## config.mk

```make
export PLATFORM = sky130hd
export DESIGN_NAME = point_cloud_angle_extremes_top
export DESIGN_NICKNAME = d
export VERILOG_FILES = /design/src/design/pcae_pkg.sv /design/src/design/pcae_isqrt.sv /design/src/design/pcae_dp.sv /design/src/design/pcae_ctrl.sv /design/src/design/point_cloud_angle_extremes_top.sv
export SDC_FILE = /design/constraint.sdc
export NUM_CORES = 2
export LEC_CHECK = 0
export BUFFER_PORTS_ARGS = -buffer_cell sky130_fd_sc_hd__clkbuf_2
export CAP_MARGIN = 30
export CORE_MARGIN = 4
export CORE_UTILIZATION = 44
export CTS_CLUSTER_DIAMETER = 80
export DETAILED_ROUTE_END_ITERATION = 6
export PLACE_DENSITY = 0.61
export SLEW_MARGIN = 10
export SYNTH_ARGS = -nofsm -noshare
export SYNTH_HDL_FRONTEND = slang
export SYNTH_SLANG_ARGS = --single-unit
```

## constraint.sdc

```tcl
create_clock -name clk_i -period 7.9 [get_ports clk_i]
set_input_delay 0.79 -clock clk_i [delete_from_list [all_inputs] [get_ports clk_i]]
set_output_delay 0.79 -clock clk_i [all_outputs]
set_load 0.02 [all_outputs]
```

## src/design/pcae_pkg.sv

```systemverilog
// shared types, codes and defaults for the point cloud angle extremes block
`timescale 1ns / 1ps
`default_nettype none

package pcae_pkg;

  // default coordinate width in bits
  localparam int unsigned COORD_BITS_DEF = 16;

  // multiplier operand pairs
  localparam logic [2:0] MUL_PY_LZ = 3'd0;
  localparam logic [2:0] MUL_PZ_LY = 3'd1;
  localparam logic [2:0] MUL_HY_PZ = 3'd2;
  localparam logic [2:0] MUL_HZ_PY = 3'd3;
  localparam logic [2:0] MUL_SQ_X  = 3'd4;
  localparam logic [2:0] MUL_SQ_Y  = 3'd5;
  localparam logic [2:0] MUL_SQ_Z  = 3'd6;

  // product slots
  localparam logic [1:0] SLOT_0 = 2'd0;
  localparam logic [1:0] SLOT_1 = 2'd1;
  localparam logic [1:0] SLOT_2 = 2'd2;
  localparam logic [1:0] SLOT_3 = 2'd3;

  // angle classes, ordered by angle
  localparam logic [1:0] ANG_NEG  = 2'd0;
  localparam logic [1:0] ANG_ZERO = 2'd1;
  localparam logic [1:0] ANG_POS  = 2'd2;
  localparam logic [1:0] ANG_PI   = 2'd3;

  // controller to datapath commands
  typedef struct packed {
    logic       load_point;
    logic       mul_en;
    logic [2:0] mul_op;
    logic [1:0] mul_slot;
    logic       decide;
    logic       sum_first;
    logic       sum_next;
    logic       root_start;
    logic       out_load;
  } cmd_t;

  // datapath to controller status
  typedef struct packed {
    logic last;
    logic root_busy;
    logic out_free;
  } status_t;

endpackage

`default_nettype wire

```

## src/design/pcae_isqrt.sv

```systemverilog
// iterative floor square root, one result bit per cycle
`timescale 1ns / 1ps
`default_nettype none

module pcae_isqrt #(
  parameter int unsigned ROOT_BITS = 18
) (
  input  wire logic                     clk_i,
  input  wire logic                     rst_ni,
  input  wire logic                     start_i,
  input  wire logic [2*ROOT_BITS-1:0]   radicand_i,
  output logic                          busy_o,
  output logic [ROOT_BITS-1:0]          root_o
);

  localparam int unsigned RW = ROOT_BITS + 3;
  localparam int unsigned CW = $clog2(ROOT_BITS);
  localparam logic [CW-1:0] CNT_LAST = CW'(ROOT_BITS - 1);

  logic                   busy_q, busy_d;
  logic [CW-1:0]          cnt_q, cnt_d;
  logic [2*ROOT_BITS-1:0] rad_q, rad_d;
  logic [RW-1:0]          rem_q, rem_d;
  logic [ROOT_BITS-1:0]   root_q, root_d;
  logic [RW-1:0]          rem_sh;
  logic [RW-1:0]          trial;

  // one restoring step
  assign rem_sh = {rem_q[RW-3:0], rad_q[2*ROOT_BITS-1 -: 2]};
  assign trial  = {1'b0, root_q, 2'b01};

  always_comb begin
    busy_d = busy_q;
    cnt_d  = cnt_q;
    rad_d  = rad_q;
    rem_d  = rem_q;
    root_d = root_q;
    if (start_i) begin
      busy_d = 1'b1;
      cnt_d  = CNT_LAST;
      rad_d  = radicand_i;
      rem_d  = '0;
      root_d = '0;
    end else if (busy_q) begin
      rad_d = {rad_q[2*ROOT_BITS-3:0], 2'b00};
      if (rem_sh >= trial) begin
        rem_d  = rem_sh - trial;
        root_d = {root_q[ROOT_BITS-2:0], 1'b1};
      end else begin
        rem_d  = rem_sh;
        root_d = {root_q[ROOT_BITS-2:0], 1'b0};
      end
      if (cnt_q == '0) begin
        busy_d = 1'b0;
      end else begin
        cnt_d = cnt_q - 1'b1;
      end
    end
  end

  // control state
  always_ff @(posedge clk_i or negedge rst_ni) begin
    if (!rst_ni) begin
      busy_q <= 1'b0;
      cnt_q  <= '0;
    end else begin
      busy_q <= busy_d;
      cnt_q  <= cnt_d;
    end
  end

  // working registers
  always_ff @(posedge clk_i) begin
    rad_q  <= rad_d;
    rem_q  <= rem_d;
    root_q <= root_d;
  end

  assign busy_o = busy_q;
  assign root_o = root_q;

`ifndef NO_ASSERTIONS
  a_start_idle: assert property (@(posedge clk_i) disable iff (!rst_ni)
    start_i |-> !busy_q)
    else $error("square root started while busy");
  a_start_load: assert property (@(posedge clk_i) disable iff (!rst_ni)
    start_i |=> busy_q && (cnt_q == CNT_LAST))
    else $error("square root did not load its count");
  a_finish: assert property (@(posedge clk_i) disable iff (!rst_ni)
    busy_q && (cnt_q == '0) && !start_i |=> !busy_q)
    else $error("square root ran past its last step");
`endif

endmodule

`default_nettype wire

```

## src/design/pcae_dp.sv

```systemverilog
// datapath: point and extreme registers, shared multiplier, sums, output register
`timescale 1ns / 1ps
`default_nettype none

module pcae_dp
  import pcae_pkg::*;
#(
  parameter int unsigned COORD_BITS = COORD_BITS_DEF
) (
  input  wire logic                         clk_i,
  input  wire logic                         rst_ni,
  input  wire cmd_t                         cmd_i,
  output status_t                           status_o,
  input  wire logic signed [COORD_BITS-1:0] point_x_i,
  input  wire logic signed [COORD_BITS-1:0] point_y_i,
  input  wire logic signed [COORD_BITS-1:0] point_z_i,
  input  wire logic                         last_point_i,
  output logic                              out_valid_o,
  input  wire logic                         out_stall_i,
  output logic signed [COORD_BITS-1:0]      center_x_o,
  output logic signed [COORD_BITS-1:0]      center_y_o,
  output logic signed [COORD_BITS-1:0]      center_z_o,
  output logic [COORD_BITS:0]               height_o
);

  localparam int unsigned C  = COORD_BITS;
  localparam int unsigned OW = C + 1;       // multiplier operand width
  localparam int unsigned PW = 2 * C + 2;   // product width
  localparam int unsigned NR = C + 2;       // root bits
  localparam int unsigned AW = 2 * NR;      // sum of squares width

  logic signed [C-1:0] px_q, py_q, pz_q;
  logic                last_q;
  logic signed [C-1:0] lo_q [3];
  logic signed [C-1:0] hi_q [3];
  logic                started_q;
  logic signed [PW-1:0] cp_q [4];
  logic [AW-1:0]        acc_q;
  logic                 out_valid_q;
  logic signed [C-1:0]  cx_q, cy_q, cz_q;
  logic [C:0]           height_q;

  logic signed [OW-1:0] dx, dy, dz;
  logic signed [OW-1:0] mul_a, mul_b;
  logic signed [PW-1:0] prod;
  logic [1:0]           cls_p, cls_lo, cls_hi;
  logic                 less_lo, less_hi;
  logic signed [C:0]    sum_x, sum_y, sum_z;
  logic                 root_busy;
  logic [NR-1:0]        root;
  logic                 out_free;

  // angle class of (y, z)
  function automatic logic [1:0] ang_class(input logic signed [C-1:0] y,
                                           input logic signed [C-1:0] z);
    logic [1:0] c;
    if (z[C-1]) begin
      c = ANG_NEG;
    end else if (z != '0) begin
      c = ANG_POS;
    end else if (!y[C-1]) begin
      c = ANG_ZERO;
    end else begin
      c = ANG_PI;
    end
    return c;
  endfunction

  // exact angle order from classes and cross products
  function automatic logic ang_less(input logic [1:0] ca, input logic [1:0] cb,
                                    input logic cross_gt);
    logic r;
    if (ca != cb) begin
      r = (ca < cb);
    end else if ((ca == ANG_ZERO) || (ca == ANG_PI)) begin
      r = 1'b0;
    end else begin
      r = cross_gt;
    end
    return r;
  endfunction

  // coordinate differences between the extremes
  assign dx = {lo_q[0][C-1], lo_q[0]} - {hi_q[0][C-1], hi_q[0]};
  assign dy = {lo_q[1][C-1], lo_q[1]} - {hi_q[1][C-1], hi_q[1]};
  assign dz = {lo_q[2][C-1], lo_q[2]} - {hi_q[2][C-1], hi_q[2]};

  // shared multiplier operand select
  always_comb begin
    case (cmd_i.mul_op)
      MUL_PY_LZ: begin
        mul_a = {py_q[C-1], py_q};
        mul_b = {lo_q[2][C-1], lo_q[2]};
      end
      MUL_PZ_LY: begin
        mul_a = {pz_q[C-1], pz_q};
        mul_b = {lo_q[1][C-1], lo_q[1]};
      end
      MUL_HY_PZ: begin
        mul_a = {hi_q[1][C-1], hi_q[1]};
        mul_b = {pz_q[C-1], pz_q};
      end
      MUL_HZ_PY: begin
        mul_a = {hi_q[2][C-1], hi_q[2]};
        mul_b = {py_q[C-1], py_q};
      end
      MUL_SQ_X: begin
        mul_a = dx;
        mul_b = dx;
      end
      MUL_SQ_Y: begin
        mul_a = dy;
        mul_b = dy;
      end
      MUL_SQ_Z: begin
        mul_a = dz;
        mul_b = dz;
      end
      default: begin
        mul_a = '0;
        mul_b = '0;
      end
    endcase
  end

  assign prod = PW'(mul_a) * PW'(mul_b);

  // comparisons against the stored extremes
  assign cls_p   = ang_class(py_q, pz_q);
  assign cls_lo  = ang_class(lo_q[1], lo_q[2]);
  assign cls_hi  = ang_class(hi_q[1], hi_q[2]);
  assign less_lo = ang_less(cls_p, cls_lo, cp_q[0] > cp_q[1]);
  assign less_hi = ang_less(cls_hi, cls_p, cp_q[2] > cp_q[3]);

  // midpoint sums
  assign sum_x = {lo_q[0][C-1], lo_q[0]} + {hi_q[0][C-1], hi_q[0]};
  assign sum_y = {lo_q[1][C-1], lo_q[1]} + {hi_q[1][C-1], hi_q[1]};
  assign sum_z = {lo_q[2][C-1], lo_q[2]} + {hi_q[2][C-1], hi_q[2]};

  // captured item
  always_ff @(posedge clk_i) begin
    if (cmd_i.load_point) begin
      px_q   <= point_x_i;
      py_q   <= point_y_i;
      pz_q   <= point_z_i;
      last_q <= last_point_i;
    end
  end

  // product slots
  always_ff @(posedge clk_i) begin
    if (cmd_i.mul_en) begin
      cp_q[cmd_i.mul_slot] <= prod;
    end
  end

  // extreme points
  always_ff @(posedge clk_i) begin
    if (cmd_i.decide) begin
      if (!started_q) begin
        lo_q[0] <= px_q;
        lo_q[1] <= py_q;
        lo_q[2] <= pz_q;
        hi_q[0] <= px_q;
        hi_q[1] <= py_q;
        hi_q[2] <= pz_q;
      end else if (less_lo) begin
        lo_q[0] <= px_q;
        lo_q[1] <= py_q;
        lo_q[2] <= pz_q;
      end else if (less_hi) begin
        hi_q[0] <= px_q;
        hi_q[1] <= py_q;
        hi_q[2] <= pz_q;
      end
    end
  end

  // cloud start flag
  always_ff @(posedge clk_i or negedge rst_ni) begin
    if (!rst_ni) begin
      started_q <= 1'b0;
    end else if (cmd_i.decide) begin
      started_q <= 1'b1;
    end else if (cmd_i.out_load) begin
      started_q <= 1'b0;
    end
  end

  // sum of squares
  always_ff @(posedge clk_i) begin
    if (cmd_i.sum_first) begin
      acc_q <= {2'b00, cp_q[0]} + {2'b00, cp_q[1]};
    end else if (cmd_i.sum_next) begin
      acc_q <= acc_q + {2'b00, cp_q[2]};
    end
  end

  pcae_isqrt #(
    .ROOT_BITS (NR)
  ) u_isqrt (
    .clk_i      (clk_i),
    .rst_ni     (rst_ni),
    .start_i    (cmd_i.root_start),
    .radicand_i (acc_q),
    .busy_o     (root_busy),
    .root_o     (root)
  );

  // output register
  assign out_free = !out_valid_q || !out_stall_i;

  always_ff @(posedge clk_i or negedge rst_ni) begin
    if (!rst_ni) begin
      out_valid_q <= 1'b0;
    end else if (cmd_i.out_load) begin
      out_valid_q <= 1'b1;
    end else if (!out_stall_i) begin
      out_valid_q <= 1'b0;
    end
  end

  always_ff @(posedge clk_i) begin
    if (cmd_i.out_load) begin
      cx_q     <= sum_x[C:1];
      cy_q     <= sum_y[C:1];
      cz_q     <= sum_z[C:1];
      height_q <= root[C:0];
    end
  end

  assign status_o.last      = last_q;
  assign status_o.root_busy = root_busy;
  assign status_o.out_free  = out_free;

  assign out_valid_o = out_valid_q;
  assign center_x_o  = cx_q;
  assign center_y_o  = cy_q;
  assign center_z_o  = cz_q;
  assign height_o    = height_q;

`ifndef NO_ASSERTIONS
  a_out_no_overwrite: assert property (@(posedge clk_i) disable iff (!rst_ni)
    cmd_i.out_load |-> out_free)
    else $error("result register overwritten before it was taken");
  a_decide_starts: assert property (@(posedge clk_i) disable iff (!rst_ni)
    cmd_i.decide |=> started_q)
    else $error("cloud not marked started after a point");
  a_result_clears: assert property (@(posedge clk_i) disable iff (!rst_ni)
    cmd_i.out_load |=> !started_q)
    else $error("cloud state not cleared after a result");
`endif

endmodule

`default_nettype wire

```

## src/design/pcae_ctrl.sv

```systemverilog
// controller: sequences compare and update for each item, then squares and root after the last
`timescale 1ns / 1ps
`default_nettype none

module pcae_ctrl
  import pcae_pkg::*;
(
  input  wire logic    clk_i,
  input  wire logic    rst_ni,
  input  wire logic    in_valid_i,
  output logic         in_stall_o,
  input  wire status_t status_i,
  output cmd_t         cmd_o
);

  localparam logic [3:0] S_IDLE   = 4'd0;
  localparam logic [3:0] S_X0     = 4'd1;
  localparam logic [3:0] S_X1     = 4'd2;
  localparam logic [3:0] S_X2     = 4'd3;
  localparam logic [3:0] S_X3     = 4'd4;
  localparam logic [3:0] S_DEC    = 4'd5;
  localparam logic [3:0] S_Q0     = 4'd6;
  localparam logic [3:0] S_Q1     = 4'd7;
  localparam logic [3:0] S_Q2     = 4'd8;
  localparam logic [3:0] S_SUM0   = 4'd9;
  localparam logic [3:0] S_SUM1   = 4'd10;
  localparam logic [3:0] S_RSTART = 4'd11;
  localparam logic [3:0] S_ROOT   = 4'd12;
  localparam logic [3:0] S_OUT    = 4'd13;

  logic [3:0] state_q, state_d;

  // next state and commands
  always_comb begin
    state_d = state_q;
    cmd_o   = '0;
    case (state_q)
      S_IDLE: begin
        if (in_valid_i) begin
          cmd_o.load_point = 1'b1;
          state_d          = S_X0;
        end
      end
      S_X0: begin
        cmd_o.mul_en   = 1'b1;
        cmd_o.mul_op   = MUL_PY_LZ;
        cmd_o.mul_slot = SLOT_0;
        state_d        = S_X1;
      end
      S_X1: begin
        cmd_o.mul_en   = 1'b1;
        cmd_o.mul_op   = MUL_PZ_LY;
        cmd_o.mul_slot = SLOT_1;
        state_d        = S_X2;
      end
      S_X2: begin
        cmd_o.mul_en   = 1'b1;
        cmd_o.mul_op   = MUL_HY_PZ;
        cmd_o.mul_slot = SLOT_2;
        state_d        = S_X3;
      end
      S_X3: begin
        cmd_o.mul_en   = 1'b1;
        cmd_o.mul_op   = MUL_HZ_PY;
        cmd_o.mul_slot = SLOT_3;
        state_d        = S_DEC;
      end
      S_DEC: begin
        cmd_o.decide = 1'b1;
        state_d      = status_i.last ? S_Q0 : S_IDLE;
      end
      S_Q0: begin
        cmd_o.mul_en   = 1'b1;
        cmd_o.mul_op   = MUL_SQ_X;
        cmd_o.mul_slot = SLOT_0;
        state_d        = S_Q1;
      end
      S_Q1: begin
        cmd_o.mul_en   = 1'b1;
        cmd_o.mul_op   = MUL_SQ_Y;
        cmd_o.mul_slot = SLOT_1;
        state_d        = S_Q2;
      end
      S_Q2: begin
        cmd_o.mul_en   = 1'b1;
        cmd_o.mul_op   = MUL_SQ_Z;
        cmd_o.mul_slot = SLOT_2;
        state_d        = S_SUM0;
      end
      S_SUM0: begin
        cmd_o.sum_first = 1'b1;
        state_d         = S_SUM1;
      end
      S_SUM1: begin
        cmd_o.sum_next = 1'b1;
        state_d        = S_RSTART;
      end
      S_RSTART: begin
        cmd_o.root_start = 1'b1;
        state_d          = S_ROOT;
      end
      S_ROOT: begin
        if (!status_i.root_busy) begin
          state_d = S_OUT;
        end
      end
      S_OUT: begin
        if (status_i.out_free) begin
          cmd_o.out_load = 1'b1;
          state_d        = S_IDLE;
        end
      end
      default: begin
        state_d = S_IDLE;
      end
    endcase
  end

  // state register
  always_ff @(posedge clk_i or negedge rst_ni) begin
    if (!rst_ni) begin
      state_q <= S_IDLE;
    end else begin
      state_q <= state_d;
    end
  end

  assign in_stall_o = (state_q != S_IDLE);

endmodule

`default_nettype wire

```

## src/design/point_cloud_angle_extremes_top.sv

```systemverilog
// a point without the last mark passes the cross products and the decision; no new point
// is taken before that ends. A last point then adds the squares on the shared multiplier,
// their sum and the bit-serial square root (COORD_BITS + 2 steps) before the result loads.
// the next cloud may start while the result waits in the output register
// reset: asynchronous, active low; clears the controller, cloud flag and valids
`timescale 1ns / 1ps
`default_nettype none

module point_cloud_angle_extremes_top
  import pcae_pkg::*;
#(
  parameter int unsigned COORD_BITS = COORD_BITS_DEF
) (
  input  wire logic                         clk_i,
  input  wire logic                         rst_ni,
  input  wire logic                         in_valid_i,
  output logic                              in_stall_o,
  input  wire logic signed [COORD_BITS-1:0] point_x_i,
  input  wire logic signed [COORD_BITS-1:0] point_y_i,
  input  wire logic signed [COORD_BITS-1:0] point_z_i,
  input  wire logic                         last_point_i,
  output logic                              out_valid_o,
  input  wire logic                         out_stall_i,
  output logic signed [COORD_BITS-1:0]      center_x_o,
  output logic signed [COORD_BITS-1:0]      center_y_o,
  output logic signed [COORD_BITS-1:0]      center_z_o,
  output logic [COORD_BITS:0]               height_o
);

  cmd_t    cmd;
  status_t status;

  // sequencer
  pcae_ctrl u_ctrl (
    .clk_i      (clk_i),
    .rst_ni     (rst_ni),
    .in_valid_i (in_valid_i),
    .in_stall_o (in_stall_o),
    .status_i   (status),
    .cmd_o      (cmd)
  );

  // datapath
  pcae_dp #(
    .COORD_BITS (COORD_BITS)
  ) u_dp (
    .clk_i        (clk_i),
    .rst_ni       (rst_ni),
    .cmd_i        (cmd),
    .status_o     (status),
    .point_x_i    (point_x_i),
    .point_y_i    (point_y_i),
    .point_z_i    (point_z_i),
    .last_point_i (last_point_i),
    .out_valid_o  (out_valid_o),
    .out_stall_i  (out_stall_i),
    .center_x_o   (center_x_o),
    .center_y_o   (center_y_o),
    .center_z_o   (center_z_o),
    .height_o     (height_o)
  );

endmodule

`default_nettype wire
```

# Word-level counts from Yosys, hierarchy flattened

Memory sizes are Yosys's and may differ from the RTL's.
Index checks and enable logic that the tools add are counted.
Widths: inputs -> output; s select.

Flip-flop bits (word level): 235
Latch bits: 0
Bits in writable memories: 232
Memory bits (read-only): 0
Output and inout port bits: 67
Word-level logic and storage cells: 154
Memories kept: 3

Memories:

| name      | words | bits a word | rd ports | clocked after Yosys merged registers in | write ports | RTL line      | RTL |
|---|---|---|---|---|---|---|---|
| u_dp.cp_q | 4     | 34          | 4        | 0                                       | 1           | pcae_dp.sv:37 | `logic signed [PW-1:0] cp_q [4];` |
| u_dp.hi_q | 3     | 16          | 3        | 0                                       | 3           | pcae_dp.sv:35 | `logic signed [C-1:0] hi_q [3];` |
| u_dp.lo_q | 3     | 16          | 3        | 0                                       | 3           | pcae_dp.sv:34 | `logic signed [C-1:0] lo_q [3];` |

Add/sub/neg operators: 10
Multiply operators: 1
Divide/modulo/power cells: 0
Order comparisons: 5
Equality and inequality tests: 30
Shifts and indexed selects: 0
Multiplexer cells: 65
Bitwise operators: 6
Reductions and logical operators: 17

Operators by type and width:

| operator           | count |
|---|---|
| $pmux 17 s7        | 2 |
| $mux 36            | 4 |
| $mux 16            | 6 |
| $gt 34x34->1       | 2 |
| $pmux 4 s14        | 1 |
| $add 16x16->17     | 3 |
| $sub 16x16->17     | 3 |
| $reduce_bool 16->1 | 3 |
| $pmux 6 s7         | 1 |
| $add 36x34->36     | 1 |
| $add 34x34->35     | 1 |
| $mul 17x17->34     | 1 |
| $mux 1             | 34 |
| $eq 4x4->1 const B | 6 |
| $ge 21x20->1       | 1 |
| $mux 19            | 1 |
| $sub 19x19->19     | 1 |
| $mux 2             | 9 |
| $eq 4x3->1 const B | 4 |
| $mux 5             | 3 |
| $mux 4             | 3 |
| $eq 3x3->1 const B | 3 |
| $eq 4x2->1 const B | 2 |
| $eq 3x2->1 const B | 2 |
| other kinds (20)   | 37 |

# Longest topological paths before layout

An unclocked memory read counts as a cell.

Depth after elaboration: 14
Depth in mapped cells: 36
Gate-level depth less buffers: 35

# Cells and area by module

Synthesis repeated with hierarchy kept, for this count alone.

Cells, all modules: 3646
Area, all modules: 38031.5 µm²

By module, submodules not included:

| module     | instances | cells each | area each (µm²) |
|---|---|---|---|
| pcae_dp    | 1         | 3180       | 33311.9 |
| pcae_isqrt | 1         | 414        | 4319.1 |
| pcae_ctrl  | 1         | 52         | 400.4 |

# Least setup slack after synthesis

No wires, ideal clock.

Path kind: reg-to-reg
Start point: memory u_dp.hi_q[0][16] (netlist bit)
End point: memory u_dp.cp_q[0][33] (netlist bit) (data pin)
Library setup time: 0.274 ns
Arrival time: 8.060 ns
Data required time: 7.626 ns
Path slack: -0.433 ns
Cell stages (with the launch flop): 34
Path buffers: 1
Clock period less this slack: 8.333 ns
Path through: edfxtp_1 ha_1 fa_1 nand2b_1 a31oi_1 o41ai_2 a211oi_1 o31ai_1 a21boi_0 a21oi_1 a21oi_1 and3_1 buf_2 nand2b_1 fa_1 fa_1 inv_1 fa_1 fa_1 fa_1 inv_1 fa_1 inv_1 ha_1 a21o_1 a21o_1 a21oi_1 a2bb2oi_1 a21boi_0 a2111oi_0 o311a_1 o21a_1 nor2_1 xnor2_1

RTL lines:

| item        | RTL line |
|---|---|
| from (decl) | pcae_dp.sv:35 |
| to (decl)   | pcae_dp.sv:37 |

==> metrics.txt <==
XOR/XNOR share of the synthesized area=3.98%; largest net degree at the start of global routing=65; dpl cells=5289; vias=28122; Distinct cells, synth=92; most common cell after layout, fill and taps aside=inv_1; layout net count=4917; Crit. End Element=flip-flop; CTS tree=built; # diodes=0; antenna violations before repair=4; DRC viols=20; fmax=122 MHz; cell repeated most along the worst path=fa_1; Final Skew=0.0242 ns; wire per inst=18.4 µm; Critical Path AT=8.59 ns; Final min period=8.23 ns; status=finished with violations; Mapped Area=37800 µm²; H-Tree Depth=2; top post-synthesis cells by area=edfxtp_1 (33%), fa_1 (16%), ha_1 (11%); worst slew pin tran=0.943 ns; first-pass GRT wire length=159000 µm; HPWL Detailed=80000 µm; global placement routability congestion=0.973; Initial DRC Count=1840; gr ovfl total=0; CP required=8.26 ns; clock-pin slew on the worst setup and hold paths=0.06 ns; Pre-antenna DRT Iters=7; Die Ht=301 µm; layout cells sized above 1=18.9%; post-synth top area cell=edfxtp_1; total wire length=99200 µm; adder-cell share of the synthesized area=27.4%; unrepaired setup endpoints after global routing=true; slowest stage delay, CP=0.54 ns; Top FF cell, synth=edfxtp_1; Slew Viols, Final=0; Post-synth EDFFs=418; Sink Count=467; Worst Path Max Fanout=8; failing checks=design-rule violations, negative setup slack; syn_area_per_cell=10.1 µm²; final std cells w/o fill=5406; Slew Limit Headroom=36.3%; sequential area share after synthesis=35.9%; critical path class=reg2reg; synthesized flop and latch total=467; FF-to-FF Start=u_dp.lo_q[0][16]; max-cap viol count=0; core box area=85300 µm²; Port Buffers=119; main combinational cell family by area after synthesis=adder cells; initial core utilization=44.4%; Site Rows=107; leading cell types in the layout, fill and taps excluded=inv_1 (562), edfxtp_1 (418), buf_4 (396); Final setup viols=40; num ports=120; vias in the first global route=28960; TritonCTS Buffers=54; CTS root buf=clkbuf_16; Syn Inst Count=3732; Simple-Gate Fraction of Synth Area=12.0%; Synth Area in Compound Gates=12.8%; CP Launch Type=flip-flop; Max Root-Sink Buffers=3; Worst Setup Slack, final=-0.325 ns; CP startpoint=u_dp.lo_q[0][16]; multiplexer area fraction after synthesis=0.794%; Synth async-reset ratio=2.57%; Tcrit/Tclk final=104%; Synth Warn #=0; Die Area=90700 µm²; Slowest cell on crit path=fa_1; GRT Total Usage=22.2%; via-per-instance ratio=5.20; Post-Syn Nets=4432; clock latency at the later pin of the worst-skew pair=0.63 ns; chip width=301 µm; Hold Vio Cnt, Final=0; Hold Path Class=in2async; Area Overhead vs Synth=20.1%; Yosys top cell area share=33.2%; Antenna Nets Post-Route=0
-- path summary, 6_finish.rpt --
check,to,slack (ns),cells after the start
setup reg to reg,u_dp.cp_q[2][33],-0.33,35
hold / removal,u_dp.started_q,0.05,1
setup / recovery,u_dp.cp_q[2][33],-0.33,35
hold reg to reg,u_dp.hi_q[0][0],0.45,0
min in group clk_i,u_dp.py_q[2],0.34,1
max in group asynchronous,u_dp.u_isqrt.busy_o,7.57,1
-- sequential cells by signal, summed over array words and instances, names as in the netlist, 16 cells and up --
| signal | flops |
|---|---|
| u_dp.acc_q | 36 |
| u_dp.center_x_o | 16 |
| u_dp.center_y_o | 16 |
| u_dp.center_z_o | 16 |
| u_dp.cp_q | 136 |
| u_dp.height_o | 17 |
| u_dp.hi_q | 48 |
| u_dp.lo_q | 48 |
| u_dp.px_q | 16 |
| u_dp.py_q | 16 |
| u_dp.pz_q | 16 |
| u_dp.u_isqrt.rad_q | 36 |
| u_dp.u_isqrt.rem_q | 19 |
| u_dp.u_isqrt.root_o | 18 |
-- cells in the mapped netlist, types with 50 or more instances --
cell	count
inv_1	572
edfxtp_1	418
nand2_1	358
ha_1	343
nor2_1	306
fa_1	304
a21oi_1	226
xnor2_1	130
o21ai_0	116
clkbuf_1	81
a21o_1	57
nor3_1	52
nand3_1	50
-- stage by stage --
| stage | hold WS, ns | setup WS, ns | utilization, % | setup TNS (ns) | instance area [µm²] |
|---|---|---|---|---|---|
| CTS | 0.0277 | -0.316 | 53.2 | -3.97 | 45400 |
| finish | 0.0531 | -0.325 | 53.3 | -5.36 | 45400 |
| global route | 0.0518 | -0.721 | 53.3 | -32.75 | 45400 |
| detailed placement | 0.435 | -0.867 | 50.4 | -26.36 | 43000 |
| floorplan | 0.421 | 0.00109 | - | 0 | 38100 |
| global placement | 0.423 | -0.626 | 50.3 | -18.49 | 42900 |
-- critical path: cells and delay by family (launching register included) --
| kind | cells | cell delay (ns) |
|---|---|---|
| fa+ha+maj | 9 | 3.57 |
| buf+inv | 6 | 0.67 |
| flops | 1 | 0.39 |
| simple gates | 7 | 1.15 |
| xor+xnor | 1 | 0.14 |
| compound gates | 12 | 2.04 |
-- layer usage --
layer | up-vias | track usage [%] | share of wire (%)
met4 | 2 | 6.09 | 2.7
li1 | 13678 | - | -
met5 | - | 0 | 0.016
met2 | 675 | 37.5 | 47
met1 | 13608 | 30.1 | 45
met3 | 159 | 2.89 | 5.0
-- area by class of cell --
class / count / area [µm²]
Fill cell: 7630 / 39800
Multi-Input combinational cell: 2579 / 22300
Timing Repair Buffer: 540 / 4030
Clock inverter: 35 / 404
Tap cell: 1144 / 1430
Inverter: 575 / 2160
Sequential cell: 467 / 13600
Clock buffer: 66 / 1480
-- logic make-up (layout without fill, tap and decap cells) --
family | Yosys count | after routing
buffers and inverters | 686 | 1216
adder cells (fa/ha/maj) | 647 | 647
XOR/XNOR | 172 | 172
AO/OA/AOI/OAI | 729 | 729
multiplexers | 30 | 30
AND/OR/NAND/NOR | 1001 | 1001
flip-flops | 467 | 467
-- timing repair --
item | CTS | global route
resized for setup | 90 | 8
gates cloned | 0 | 0
setup buffers | 15 | 2
setup endpoints to repair | 60 | 80
pin swaps | 73 | 7
hold buffers | 0 | 0
Power is left out: the tool's default activity adds up to more than one toggle a clock period on the data nets, which glitch-free logic cannot reach.
